[config.mk]
export PLATFORM = sky130hd
export DESIGN_NAME = touch_point_calibrate_map
export DESIGN_NICKNAME = d
export VERILOG_FILES = /design/src/sv/tpcm_pkg.sv /design/src/sv/touch_point_calibrate_map.sv /design/src/sv/tpcm_lane.sv
export SDC_FILE = /design/constraint.sdc
export NUM_CORES = 1
export LEC_CHECK = 0
export BUFFER_PORTS_ARGS = -buffer_cell sky130_fd_sc_hd__buf_2
export CAP_MARGIN = 30
export CORE_MARGIN = 2
export CORE_UTILIZATION = 63
export CTS_CLUSTER_DIAMETER = 40
export CTS_CLUSTER_SIZE = 25
export DETAILED_ROUTE_END_ITERATION = 12
export PLACE_DENSITY = 0.81
export SKIP_LAST_GASP = 1
export SLEW_MARGIN = 10
export SYNTH_ARGS = -nofsm -noshare
export SYNTH_HDL_FRONTEND = slang
export SYNTH_SLANG_ARGS = --single-unit
[constraint.sdc]
create_clock -name clk -period 6.15 [get_ports clk]
set_clock_uncertainty 0.05 [all_clocks]
set_input_delay 0.3075 -clock clk [delete_from_list [all_inputs] [get_ports clk]]
set_output_delay 0.3075 -clock clk [all_outputs]
set_load 0.005 [all_outputs]
[src/sv/tpcm_pkg.sv]
// Shared types and constants for the touch point calibration mapper.
`timescale 1ns / 1ps

package tpcm_pkg;

  // Field widths of the sample and result transactions.
  localparam int RAW_W = 12;
  localparam int OUT_W = 13;

  // Configuration port geometry.
  localparam int CFG_IDX_W  = 3;
  localparam int CFG_DATA_W = 12;

  // Configuration register indexes.
  localparam logic [CFG_IDX_W-1:0] REG_CAL_ENABLE = 3'd0;
  localparam logic [CFG_IDX_W-1:0] REG_SWAP_AXES  = 3'd1;
  localparam logic [CFG_IDX_W-1:0] REG_MIRROR_X   = 3'd2;
  localparam logic [CFG_IDX_W-1:0] REG_MIRROR_Y   = 3'd3;
  localparam logic [CFG_IDX_W-1:0] REG_OFFSET_X   = 3'd4;
  localparam logic [CFG_IDX_W-1:0] REG_OFFSET_Y   = 3'd5;
  localparam logic [CFG_IDX_W-1:0] REG_SPAN_X     = 3'd6;
  localparam logic [CFG_IDX_W-1:0] REG_SPAN_Y     = 3'd7;

  // Reset value of both span registers.
  localparam logic [RAW_W-1:0] SPAN_RESET = 12'hFFF;

  // Default screen resolution.
  localparam int HORIZ_RES_DEF = 480;
  localparam int VERT_RES_DEF  = 320;

  // Significant bits of the touch controller reading.
  localparam int RAW_BITS = 12;
  localparam logic [RAW_W-1:0] RAW_MASK =
    (RAW_BITS >= RAW_W) ? {RAW_W{1'b1}} : RAW_W'((1 << RAW_BITS) - 1);

  // Saturation limits of a screen coordinate.
  localparam int OUT_MAX = 4095;
  localparam int OUT_MIN = -4096;

  // Control from the top level to one axis lane.
  typedef struct packed {
    logic start;
    logic mirror;
  } lane_ctrl_t;

  // Status from one axis lane back to the top level.
  typedef struct packed {
    logic busy;
    logic span_zero;
  } lane_stat_t;

endpackage

[src/sv/touch_point_calibrate_map.sv]
// Top level of the touch point calibration mapper.
// Usage:
//   A raw touch sample is one transaction on the input channel (in_valid, in_stall);
//   each sample gives exactly one result transaction on the output channel
//   (out_valid, out_stall) carrying the held screen point, the pressed state and
//   the span error flag. The block works on one sample at a time and stalls the
//   input until the sample's result is loaded into the output register.
//   A calibrated down or move sample runs both axes in parallel through a
//   multiply and a bit-serial restoring divider, one quotient bit per cycle;
//   the next sample is taken only once the result has loaded and the sequencer
//   is back in idle. Every other sample skips the lanes and goes straight to
//   the finishing state.
//   The output register is the held state itself; while the receiver stalls, the
//   result stays unchanged and a finished next sample waits before loading it.
//   Reset clears the held point to zero, releases the pen, empties the output and
//   loads the register reset values (spans 4095, everything else 0).
//   Configuration registers are written through cfg_we, cfg_index and cfg_data
//   with no wait; the user must write them only while the block is idle (not enforced).
`timescale 1ns / 1ps

module touch_point_calibrate_map #(
  parameter int HORIZ_RES = tpcm_pkg::HORIZ_RES_DEF,
  parameter int VERT_RES  = tpcm_pkg::VERT_RES_DEF
) (
  input  logic                                   clk,
  input  logic                                   rst,
  input  logic                                   cfg_we,
  input  logic        [tpcm_pkg::CFG_IDX_W-1:0]  cfg_index,
  input  logic        [tpcm_pkg::CFG_DATA_W-1:0] cfg_data,
  input  logic                                   in_valid,
  output logic                                   in_stall,
  input  logic                                   sample_ok,
  input  logic        [tpcm_pkg::RAW_W-1:0]      raw_x,
  input  logic        [tpcm_pkg::RAW_W-1:0]      raw_y,
  input  logic                                   pen_down,
  input  logic                                   pen_move,
  input  logic                                   pen_up,
  output logic                                   out_valid,
  input  logic                                   out_stall,
  output logic signed [tpcm_pkg::OUT_W-1:0]      screen_x,
  output logic signed [tpcm_pkg::OUT_W-1:0]      screen_y,
  output logic                                   pressed,
  output logic                                   span_error
);
  import tpcm_pkg::*;

  typedef enum logic [1:0] {
    S_IDLE,
    S_MAP,
    S_FIN
  } state_t;

  typedef enum logic [1:0] {
    ACT_HOLD,
    ACT_RAW,
    ACT_UP,
    ACT_MAP
  } act_t;

  state_t            state;
  act_t              act;
  logic [RAW_W-1:0]  rx_r;
  logic [RAW_W-1:0]  ry_r;

  // Configuration registers.
  logic              cal_enable;
  logic              swap_axes;
  logic              mirror_x;
  logic              mirror_y;
  logic [RAW_W-1:0]  offset_x;
  logic [RAW_W-1:0]  offset_y;
  logic [RAW_W-1:0]  span_x;
  logic [RAW_W-1:0]  span_y;

  logic [RAW_W-1:0]  rx_m;
  logic [RAW_W-1:0]  ry_m;
  logic              in_take;
  logic              point_set;
  act_t              act_next;
  logic              out_free;
  logic              out_load;

  lane_ctrl_t        ctrl_x;
  lane_ctrl_t        ctrl_y;
  lane_stat_t        stat_x;
  lane_stat_t        stat_y;
  logic signed [OUT_W-1:0] value_x;
  logic signed [OUT_W-1:0] value_y;

  // Input decode.
  assign in_stall  = (state != S_IDLE);
  assign in_take   = in_valid && !in_stall;
  assign rx_m      = raw_x & RAW_MASK;
  assign ry_m      = raw_y & RAW_MASK;
  assign point_set = sample_ok && (pen_down || pen_move);
  assign out_free  = !out_valid || !out_stall;
  assign out_load  = (state == S_FIN) && out_free;

  always_comb begin
    priority if (point_set && cal_enable) begin
      act_next = ACT_MAP;
    end else if (point_set) begin
      act_next = ACT_RAW;
    end else if (sample_ok && pen_up) begin
      act_next = ACT_UP;
    end else begin
      act_next = ACT_HOLD;
    end
  end

  // Lane starts on the accepting edge, with the axes already swapped if asked.
  assign ctrl_x.start  = in_take && (act_next == ACT_MAP);
  assign ctrl_x.mirror = mirror_x;
  assign ctrl_y.start  = in_take && (act_next == ACT_MAP);
  assign ctrl_y.mirror = mirror_y;

  tpcm_lane #(
    .RES (HORIZ_RES)
  ) u_lane_x (
    .clk    (clk),
    .rst    (rst),
    .ctrl   (ctrl_x),
    .raw_a  (swap_axes ? ry_m : rx_m),
    .offset (offset_x),
    .span   (span_x),
    .stat   (stat_x),
    .value  (value_x)
  );

  tpcm_lane #(
    .RES (VERT_RES)
  ) u_lane_y (
    .clk    (clk),
    .rst    (rst),
    .ctrl   (ctrl_y),
    .raw_a  (swap_axes ? rx_m : ry_m),
    .offset (offset_y),
    .span   (span_y),
    .stat   (stat_y),
    .value  (value_y)
  );

  // Configuration writes.
  always_ff @(posedge clk) begin
    if (rst) begin
      cal_enable <= 1'b0;
      swap_axes  <= 1'b0;
      mirror_x   <= 1'b0;
      mirror_y   <= 1'b0;
      offset_x   <= '0;
      offset_y   <= '0;
      span_x     <= SPAN_RESET;
      span_y     <= SPAN_RESET;
    end else if (cfg_we) begin
      unique case (cfg_index)
        REG_CAL_ENABLE: cal_enable <= cfg_data[0];
        REG_SWAP_AXES:  swap_axes  <= cfg_data[0];
        REG_MIRROR_X:   mirror_x   <= cfg_data[0];
        REG_MIRROR_Y:   mirror_y   <= cfg_data[0];
        REG_OFFSET_X:   offset_x   <= cfg_data[RAW_W-1:0];
        REG_OFFSET_Y:   offset_y   <= cfg_data[RAW_W-1:0];
        REG_SPAN_X:     span_x     <= cfg_data[RAW_W-1:0];
        REG_SPAN_Y:     span_y     <= cfg_data[RAW_W-1:0];
      endcase
    end
  end

  // Sequencer, held state and output register.
  always_ff @(posedge clk) begin
    if (rst) begin
      state      <= S_IDLE;
      out_valid  <= 1'b0;
      screen_x   <= '0;
      screen_y   <= '0;
      pressed    <= 1'b0;
      span_error <= 1'b0;
    end else begin
      if (out_load) begin
        out_valid <= 1'b1;
      end else if (out_valid && !out_stall) begin
        out_valid <= 1'b0;
      end
      unique case (state)
        S_IDLE: begin
          if (in_take) begin
            act  <= act_next;
            rx_r <= rx_m;
            ry_r <= ry_m;
            state <= (act_next == ACT_MAP) ? S_MAP : S_FIN;
          end
        end
        S_MAP: begin
          if (!stat_x.busy && !stat_y.busy) begin
            state <= S_FIN;
          end
        end
        S_FIN: begin
          if (out_free) begin
            unique case (act)
              ACT_MAP: begin
                screen_x   <= value_x;
                screen_y   <= value_y;
                pressed    <= 1'b1;
                span_error <= stat_x.span_zero || stat_y.span_zero;
              end
              ACT_RAW: begin
                screen_x   <= $signed({1'b0, rx_r});
                screen_y   <= $signed({1'b0, ry_r});
                pressed    <= 1'b1;
                span_error <= 1'b0;
              end
              ACT_UP: begin
                pressed    <= 1'b0;
                span_error <= 1'b0;
              end
              ACT_HOLD: begin
                span_error <= 1'b0;
              end
            endcase
            state     <= S_IDLE;
          end
        end
        default: begin
          state <= S_IDLE;
        end
      endcase
    end
  end

  // The lanes only work while the sequencer waits on them.
  a_lanes_in_map: assert property (@(posedge clk) disable iff (rst)
    (state != S_MAP) |-> (!stat_x.busy && !stat_y.busy))
    else $error("axis lane busy outside the mapping state");

  // No new sample is taken while a lane is still working on the previous one.
  a_no_take_busy: assert property (@(posedge clk) disable iff (rst)
    (stat_x.busy || stat_y.busy) |-> in_stall)
    else $error("sample accepted while lanes busy");

  // A span error only comes from a mapped point, which always presses.
  a_err_pressed: assert property (@(posedge clk) disable iff (rst)
    span_error |-> pressed)
    else $error("span error without pressed state");

  // A result is loaded only when the previous one has left or is leaving.
  a_no_overwrite: assert property (@(posedge clk) disable iff (rst)
    (out_valid && out_stall) |=> $stable(screen_x) && $stable(screen_y))
    else $error("stalled result overwritten");

endmodule

[src/sv/tpcm_lane.sv]
// One axis of the calibration mapper: offset, scale, bit-serial divide, mirror, saturate.
`timescale 1ns / 1ps

module tpcm_lane #(
  parameter int RES = tpcm_pkg::HORIZ_RES_DEF
) (
  input  logic                                clk,
  input  logic                                rst,
  input  tpcm_pkg::lane_ctrl_t                ctrl,
  input  logic        [tpcm_pkg::RAW_W-1:0]   raw_a,
  input  logic        [tpcm_pkg::RAW_W-1:0]   offset,
  input  logic        [tpcm_pkg::RAW_W-1:0]   span,
  output tpcm_pkg::lane_stat_t                stat,
  output logic signed [tpcm_pkg::OUT_W-1:0]   value
);
  import tpcm_pkg::*;

  // Magnitude of the scaled offset reading, and the width that holds it signed and mirrored.
  localparam int MAG_W = RAW_W + $clog2(RES + 1);
  localparam int FW    = MAG_W + 2;
  localparam int CNT_W = $clog2(MAG_W);
  localparam logic signed [FW-1:0] RES_F = FW'(RES);
  localparam logic signed [FW-1:0] SAT_HI = FW'(OUT_MAX);
  localparam logic signed [FW-1:0] SAT_LO = FW'(OUT_MIN);

  typedef enum logic [2:0] {
    L_IDLE,
    L_MUL,
    L_DIV,
    L_FIX,
    L_SAT
  } lane_state_t;

  lane_state_t             state;
  logic signed [RAW_W:0]   diff;
  logic [RAW_W-1:0]        span_r;
  logic                    mirror_r;
  logic                    neg;
  logic [MAG_W-1:0]        dvd;
  logic [RAW_W:0]          rem;
  logic [CNT_W-1:0]        cnt;
  logic signed [FW-1:0]    fix;
  logic                    span_zero;

  logic [RAW_W:0]          diff_abs;
  logic [RAW_W:0]          rem_sh;
  logic                    ge;
  logic [RAW_W:0]          rem_next;
  logic signed [FW-1:0]    q_mag;
  logic signed [FW-1:0]    q_signed;

  // Magnitude of the offset-corrected reading.
  assign diff_abs = diff[RAW_W] ? (RAW_W + 1)'(-diff) : diff;

  // One restoring division step: bring down the next dividend bit and try the span.
  assign rem_sh   = {rem[RAW_W-1:0], dvd[MAG_W-1]};
  assign ge       = rem_sh >= {1'b0, span_r};
  assign rem_next = ge ? (rem_sh - {1'b0, span_r}) : rem_sh;

  // Signed quotient; a zero span forces zero.
  assign q_mag    = $signed(FW'(dvd));
  assign q_signed = (span_r == '0) ? '0 : (neg ? -q_mag : q_mag);

  assign stat.busy      = (state != L_IDLE);
  assign stat.span_zero = span_zero;

  // Sequencer and datapath registers.
  always_ff @(posedge clk) begin
    if (rst) begin
      state <= L_IDLE;
    end else begin
      unique case (state)
        L_IDLE: begin
          if (ctrl.start) begin
            diff     <= $signed({1'b0, raw_a}) - $signed({1'b0, offset});
            span_r   <= span;
            mirror_r <= ctrl.mirror;
            state    <= L_MUL;
          end
        end
        L_MUL: begin
          neg   <= diff[RAW_W];
          dvd   <= MAG_W'(diff_abs[RAW_W-1:0]) * MAG_W'(RES);
          rem   <= '0;
          cnt   <= CNT_W'(MAG_W - 1);
          state <= L_DIV;
        end
        L_DIV: begin
          rem <= rem_next;
          dvd <= {dvd[MAG_W-2:0], ge};
          if (cnt == '0) begin
            state <= L_FIX;
          end else begin
            cnt <= cnt - 1'b1;
          end
        end
        L_FIX: begin
          fix       <= mirror_r ? (RES_F - q_signed) : q_signed;
          span_zero <= (span_r == '0);
          state     <= L_SAT;
        end
        L_SAT: begin
          if (fix > SAT_HI) begin
            value <= OUT_W'(SAT_HI);
          end else if (fix < SAT_LO) begin
            value <= OUT_W'(SAT_LO);
          end else begin
            value <= OUT_W'(fix);
          end
          state <= L_IDLE;
        end
        default: begin
          state <= L_IDLE;
        end
      endcase
    end
  end

endmodule

==> flow_metrics.env, run 1 <==
export IMPL_cts_tree="built"
export IMPL_avgViaCountPerCell=6.033
export IMPL_htree_num_levels=2
export IMPL_timing_setup_critical_path_class="reg2reg"
export IMPL_maximum_number_of_pins_on_one_net_before_global_route_repair=97
export IMPL_std_cell_rows=63
export IMPL_cp_slowest_stage_delay_ns=0.62
export IMPL_power_density_nw_per_um2=235.6
export IMPL_cts_root_buf="clkbuf_16"
export IMPL_post_drt_wl_per_cell_um=17.66
export IMPL_postCtsSetupRepairBufs=0
export IMPL_placement_io_buffers=77
export IMPL_cp_required_ns=6.50
export IMPL_synthDistinctLibCells=84
export IMPL_ioPinCount=78
export IMPL_grtUsageTotal=0.2725
export IMPL_dp_final_hpwl_mm=30.84
export IMPL_vdd_ir_drop_worst_v=0.0002612
export IMPL_crit_fanout=7
export IMPL_crit_family="simple AND/OR/NAND/NOR gates"
export IMPL_timing_reg2reg_setup_slack_ns=1.07
export IMPL_synthDominantCellAreaShare=0.3614
export IMPL_drive_gt1_frac=0.1209
export IMPL_finalNonFillerCells=2449
export IMPL_synth_seq_cells=319
export IMPL_final_setup_tns_ns=0
export IMPL_rr_endpoint="u_lane_x.dvd[20]"
export IMPL_synthesis_yosys_warnings=0
export IMPL_chipWidth_um=178.2
export IMPL_synth_area_top_cells="edfxtp_1 (36%), dfxtp_1 (9.3%), ha_1 (6.4%)"
export IMPL_critical_path_slowest_cell="or4b_2"
export IMPL_synth_yosys_seq_area_share=0.4546
export IMPL_post_synth_xor_area_fraction=0.06455
export IMPL_rr_worst_depth=17
export IMPL_timing_critical_path_buf_inv=3
export IMPL_synth_cell_area_um2=19110
export IMPL_placed_instance_count=2337
export IMPL_worstSetupStartpointType="flop"
export IMPL_design_die_area_um2=31750
export IMPL_grt_pass1_vias=14030
export IMPL_synth_area_leader_cell="edfxtp_1"
export IMPL_report_final_setup_viol=0
export IMPL_crit_cells=17
export IMPL_first_iter_violations=1202
export IMPL_via_count=14770
export IMPL_synth_cells=1942
export IMPL_worstPathCellList="or4_1 > nor4_1 > inv_1 > o21ai_0 > xor2_1 > xor2_1 > ha_1 > inv_1 > fa_1 > inv_1 > ha_1 > nand3_1 > nand2_1 > a41oi_1 > a21oi_1 > or4b_2 > nand3_1"
export IMPL_floorplan_core_area_um2=29800
export IMPL_worstHoldPathCells=2
export IMPL_hold_path_class="in2reg"
export IMPL_nets=2186
export IMPL_worst_slew_pin_transition_ns=1.025
export IMPL_gp_congestion=0.9107
export IMPL_fin_crit_sh=0.8264
export IMPL_timing_hold_violations_final=0
export IMPL_type_of_element_capturing_the_critical_path="flop"
export IMPL_timing_hold_ws_ns=0.01653
export IMPL_timing_hold_worst_start="cfg_data[6]"
export IMPL_area_growth_pct=13.58
export IMPL_slew_viol_final=0
export IMPL_synth_simple_area_share=0.1642
export IMPL_antenna_violating_nets_post_route=0
export IMPL_post_place_ws_ns=1.111
export IMPL_synthFlopType="edfxtp_1"
export IMPL_numClockSinks=319
export IMPL_syn_area_per_cell_um2=9.842
export IMPL_layout_setup_ws_ns=1.068
export IMPL_final_routed_wirelength_across_all_metal_layers_mm=43.24
export IMPL_maxCapViolations=0
export IMPL_clock_insertion_delay_worst_skew_ns=0.54
export IMPL_critical_path_arrival_ns=5.44
export IMPL_cts_buffers=43
export IMPL_crit_reg2reg_launch="u_lane_x.diff[3]"
export IMPL_synth_adder_area_share=0.08405
export IMPL_maxSlewHeadroom=0.2987
export IMPL_dr_wl_met2_mm=20.34
export IMPL_global_route_overflow_total=0
export IMPL_synth_compound_area_share=0.1549
export IMPL_met3RoutedLength_mm=2.891
export IMPL_grt_setup_unrepaired="false"
export IMPL_min_period_ns=5.082
export IMPL_cts_clk_slew_worst_paths_ns=0.06
export IMPL_ctsLongestPathBuffers=3
export IMPL_holdPathEnd="span_x[6]"
export IMPL_path_common_cell="inv_1"
export IMPL_synth_nets=2104
export IMPL_drc=0
export IMPL_report_power_total_mw=5.114
export IMPL_wire_length_of_the_first_global_routing_pass_mm=69.40
export IMPL_run_status="completed"
export IMPL_top_layer_used="met4"
export IMPL_filler_cell_count=2051
export IMPL_n_antenna_cell=0
export IMPL_die_y_um=178.2
export IMPL_number_of_antenna_violations_at_the_first_check_in_global_routing=0
export IMPL_clock_fmax_mhz=196.8
export IMPL_p_leak_nw=8.226
export IMPL_synthArstFlopShare=0
export IMPL_detail_route_wirelength_met1_mm=18.91
export IMPL_synthMuxAreaShare=0.03450
export IMPL_drt_pass1_iterations=5
export IMPL_synth_top_family_by_area="simple AND/OR/NAND/NOR gates"
export IMPL_synth_edff_count=230
export IMPL_start_util=0.6415
[placed cells by master, fill, tap and decap left out, types with 23 or more instances in the layout]
cell type	count
nand2_1	196
nor3_1	43
o21a_1	26
clkbuf_16	44
edfxtp_1	230
nor2_1	174
ha_1	98
a21oi_1	129
dlygate4sd3_1	26
nor2b_1	32
mux2_2	23
o21ai_0	81
nand2b_1	26
a211oi_1	28
buf_2	76
dfxtp_1	89
xnor2_1	94
a21o_1	25
nand3_1	26
inv_1	120
mux2i_1	40
xor2_1	45
[layer usage]
| metal | global-route usage | vias to the layer above |
|---|---|---|
| met5 | 0 | - |
| met4 | 0.07961 | 0 |
| met3 | 0.03943 | 84 |
| met2 | 0.4590 | 494 |
| met1 | 0.3681 | 6993 |
| li1 | - | 7203 |
[kinds of logic (layout without fill, tap and decap cells)]
family          Yosys count  in the layout
fa+ha+maj               120            120
flops                   319            319
xor+xnor                140            140
mux                      63             63
simple gates            638            638
buf+inv                 214            331
compound gates          448            448
[cell usage after synthesis (16+ instances only)]
library cell and number:
a211o_1 19, ha_1 98, mux2i_1 40, mux2_2 23, dfxtp_1 89, nand2_1 196
o21ai_0 81, a211oi_1 28, a21o_1 25, xnor2_1 94, nor2_1 175, nor4_1 20
fa_1 16, nand2b_1 26, clkbuf_1 77, edfxtp_1 230, xor2_1 45, o31ai_1 22
nor2b_1 35, o21a_1 26, nor3_1 43, a31oi_1 18, nand3_1 26, nand3b_1 18
a21oi_1 129, inv_1 120
[metrics by stage]
step	cell area [um2]	utilization
6_report	21710	0.7286
5_1_grt	21710	0.7286
3_3_place_gp	19830	0.6654
2_1_floorplan	19110	-
4_1_cts	21600	0.7248
3_5_place_dp	19850	0.6662
[registers in the layout, summed over array words and instances, names as in the netlist, 13 cells and up]
name            cells
screen_x           13
screen_y           13
u_lane_x.diff      13
u_lane_x.dvd       21
u_lane_x.fix       23
u_lane_x.value     13
u_lane_y.diff      13
u_lane_y.dvd       21
u_lane_y.fix       23
u_lane_y.value     13
[worst max-delay path by stage]
stage | from | end | slack [ns]
6_report | u_lane_x.diff[3] | u_lane_x.dvd[20] | 1.07
5_1_grt | u_lane_x.diff[3] | u_lane_x.dvd[20] | 0.68
4_1_cts | u_lane_x.diff[3] | u_lane_x.dvd[20] | 1.08
3_5_place_dp | u_lane_x.diff[3] | u_lane_x.dvd[20] | 1.11
3_3_place_gp | u_lane_x.diff[3] | u_lane_x.dvd[20] | 1.31
2_1_floorplan | u_lane_x.diff[3] | u_lane_x.dvd[20] | 1.55
[power by group]
part	leakage [nW]	total [mW]	switching (mW)	internal [mW]
logic	4.69	0.278	0.160	0.118
registers	2.81	2.34	0.0175	2.32
clock network	0.728	2.50	1.01	1.48
[final cells by class]
class | count | area, um2 | area share
repair buffers | 130 | 925.9 | 0.04265
well taps | 390 | 488.0 | 0.02248
clock inverters | 30 | 332.8 | 0.01533
inverters | 121 | 454.2 | 0.02092
clock buffers | 50 | 1154 | 0.05314
flip-flops and latches | 319 | 8688 | 0.4002
multi-input cells | 1409 | 9667 | 0.4453
[timing repair]
action                    CTS  global route
hold buffers               26             0
resized for setup           0             0
hold endpoints to repair   28             0
Power figures use the tool's default switching activity.
==> run 2: changes to the inputs <==
--- a/config.mk
+++ b/config.mk
@@ -5,6 +5,7 @@
 export SDC_FILE = /design/constraint.sdc
 export NUM_CORES = 1
 export LEC_CHECK = 0
+export ABC_AREA = 1
 export BUFFER_PORTS_ARGS = -buffer_cell sky130_fd_sc_hd__buf_2
 export CAP_MARGIN = 30
 export CORE_MARGIN = 2
==> constraint.sdc (replaced) <==
create_clock -name clk -period 4.8 [get_ports clk]
set_clock_uncertainty 0.05 [all_clocks]
set_input_delay 0.24 -clock clk [delete_from_list [all_inputs] [get_ports clk]]
set_output_delay 0.24 -clock clk [all_outputs]
set_load 0.005 [all_outputs]
==> run 2 against run 1 <==
Cell count rose by 16%. Sequential share of layout area fell by 0.092 points. Via count rose by 11%. Maximum frequency rose by 17%.
==> flow_metrics.env, run 2 <==
export IMPL_synthDominantCellAreaShare=0.3599
export IMPL_synth_edff_count=230
export IMPL_cellInternalPower_mw=5.077
export IMPL_min_period_ns=4.332
export IMPL_layout_setup_ws_ns=0.4682
export IMPL_maxCapViolations=0
export IMPL_clock_power_frac=0.437
export IMPL_antenna_violating_nets_post_route=0
export IMPL_final_common_cell="nand2_1"
export IMPL_nets=2575
export IMPL_grtUsageTotal=0.2949
export IMPL_floorplan_core_area_um2=29800
export IMPL_cts_clk_slew_worst_paths_ns=0.06
export IMPL_drive_gt1_frac=0.1018
export IMPL_synth_cells=2313
export IMPL_gp_congestion=0.9020
export IMPL_synth_area_leader_cell="edfxtp_1"
export IMPL_synth_nets=2475
export IMPL_synth_seq_cells=319
export IMPL_synth_yosys_seq_area_share=0.4527
export IMPL_p_leak_nw=9.592
export IMPL_timing_hold_violations_final=0
export IMPL_chipWidth_um=178.5
export IMPL_design_die_area_um2=31880
export IMPL_die_y_um=178.5
export IMPL_maxSlewHeadroom=0.3781
export IMPL_worst_slew_pin_transition_ns=0.9328
export IMPL_layout_top_registers="u_lane_x.fix x23, u_lane_y.fix x23"
export IMPL_most_frequent_cell_after_synthesis="nand2_1"
export IMPL_cts_tree="built"
export IMPL_drc=0
export IMPL_vdd_ir_drop_worst_v=0.0003132
export IMPL_syn_area_per_cell_um2=8.298
export IMPL_slew_viol_final=0
export IMPL_number_of_antenna_violations_at_the_first_check_in_global_routing=0
export IMPL_placed_area_um2=19950
export IMPL_fin_crit_sh=0.9025
export IMPL_power_switching_fraction=0.2758
export IMPL_start_util=0.6441
export IMPL_post_synth_most_frequent_cells="nand2_1 (525), inv_1 (280), edfxtp_1 (230), nand3_1 (200), nor2_1 (175)"
export IMPL_clock_fmax_mhz=230.9
export IMPL_pwr_share_seq=0.448
export IMPL_wire_length_of_the_first_global_routing_pass_mm=74.94
export IMPL_grt_setup_unrepaired="false"
export IMPL_postCtsSetupRepairBufs=0
export IMPL_ioPinCount=78
export IMPL_avgViaCountPerCell=5.772
export IMPL_report_power_total_mw=7.010
export IMPL_p_sw_mw=1.934
export IMPL_power_density_nw_per_um2=322.2
export IMPL_post_place_ws_ns=0.4614
export IMPL_post_drt_wl_per_cell_um=16.23
export IMPL_post_route_cell_area_um2=21760
export IMPL_global_route_overflow_total=0
export IMPL_type_of_element_capturing_the_critical_path="flop"
export IMPL_synthDistinctLibCells=56
export IMPL_numClockSinks=319
export IMPL_cp_required_ns=5.03
export IMPL_final_setup_tns_ns=0
export IMPL_via_count=16370
export IMPL_synthesis_yosys_warnings=0
export IMPL_maximum_number_of_pins_on_one_net_before_global_route_repair=50
export IMPL_first_iter_violations=1404
export IMPL_layout_common_cells="nand2_1 (525), inv_1 (279), edfxtp_1 (230)"
export IMPL_cts_root_buf="clkbuf_16"
export IMPL_synth_area_top_cells="edfxtp_1 (36%), nand2_1 (10%), dfxtp_1 (9.3%)"
export IMPL_synth_cell_area_um2=19190
export IMPL_ctsLongestPathBuffers=3
export IMPL_placement_io_buffers=77
export IMPL_synthFlopType="edfxtp_1"
export IMPL_clock_insertion_delay_worst_skew_ns=0.54
export IMPL_filler_cell_count=2129
export IMPL_synthArstFlopShare=0
export IMPL_cts_repair_resized=0
export IMPL_std_cell_rows=63
export IMPL_drt_pass1_iterations=6
export IMPL_grt_pass1_vias=15480
export IMPL_comb_power_share=0.115
export IMPL_dp_final_hpwl_mm=32.54
export IMPL_cts_buffers=41
export IMPL_htree_num_levels=2
export IMPL_worstSetupStartpointType="flop"
export IMPL_report_final_setup_viol=0
export IMPL_n_antenna_cell=0
export IMPL_cts_hold_fix_buffers=37
export IMPL_run_status="completed"
export IMPL_critical_path_arrival_ns=4.56
export IMPL_final_routed_wirelength_across_all_metal_layers_mm=46.02
export IMPL_crit_fanout=5
export IMPL_hold_path_class="in2reg"
export IMPL_timing_setup_critical_path_class="reg2reg"
export IMPL_area_growth_pct=13.38
-- run 2: area by class of cell --
class | instances | area, um2 | share of cell area
well taps | 390 | 488.0 | 0.02243
repair buffers | 132 | 938.4 | 0.04313
inverters | 288 | 1082 | 0.04974
multi-input cells | 1631 | 9163 | 0.4211
clock inverters | 32 | 320.3 | 0.01472
flip-flops and latches | 319 | 8688 | 0.3993
clock buffers | 44 | 1080 | 0.04962
-- run 2: cell families (layout without fill, tap and decap cells) --
group | Yosys count | count (layout) | synth area share
AOI/OAI and AO/OA | 385 | 385 | 0.1102
xor gates and xnor gates | 114 | 114 | 0.05242
adders and majority gates | 114 | 114 | 0.08058
buffers and inverters | 363 | 496 | 0.07288
DFF | 319 | 319 | 0.4527
and+or+nand+nor | 1018 | 1018 | 0.2312
-- run 2: metrics by stage --
| stage | cells | utilization | hold WS, ns |
|---|---|---|---|
| 6_report | 2836 | 0.7303 | 0.02168 |
| 5_1_grt | 2836 | 0.7303 | 0.009096 |
| 4_1_cts | 2834 | 0.7289 | 0.003186 |
| 3_5_place_dp | 2721 | 0.6694 | 0.3647 |
| 3_3_place_gp | 2719 | 0.6683 | 0.3639 |
| 2_1_floorplan | 2313 | - | 0.2889 |
-- run 2: power groups by stage --
stage | Combinational (mW) | Clock [mW] | Sequential [mW]
floorplan | 0.542 | 0 | 3.18
global placement | 0.724 | 0 | 3.19
detailed placement | 0.749 | 0 | 3.19
CTS | 0.785 | 3.08 | 3.14
global route | 0.902 | 3.21 | 3.15
finish | 0.809 | 3.06 | 3.14
-- run 2: critical path, cell delays in order, from the launching register on --
cell	delay, ns
edfxtp_1	0.45
inv_1	0.17
ha_1	0.17
nand3_1	0.11
nor2_1	0.14
nand2_1	0.06
nand2_1	0.07
xor2_1	0.33
inv_1	0.16
nand2_1	0.10
nand2_1	0.08
xor2_1	0.16
fa_1	0.52
inv_1	0.04
ha_1	0.34
a21oi_1	0.25
o21ai_0	0.15
a211oi_1	0.21
o21ai_0	0.12
or2_2	0.28
nand3_1	0.06
o21ai_0	0.07
-- run 2: layer usage --
metal  wire [um]  up-vias  track usage
met1       19630     7586       0.3946
met4        1224        0      0.08875
met5           0        -            0
met3        3787      113      0.04966
li1            -     7961            -
met2       21380      708       0.4934
-- run 2: worst paths after layout --
kind	from	end	slack [ns]	cells past startpoint
max	u_lane_x.diff[0]	u_lane_x.dvd[20]	0.47	21
min reg2reg	span_y[8]	u_lane_y.span_r[8]	0.38	0
max reg2reg	u_lane_x.diff[0]	u_lane_x.dvd[20]	0.47	21
min	cfg_data[1]	span_x[1]	0.02	3
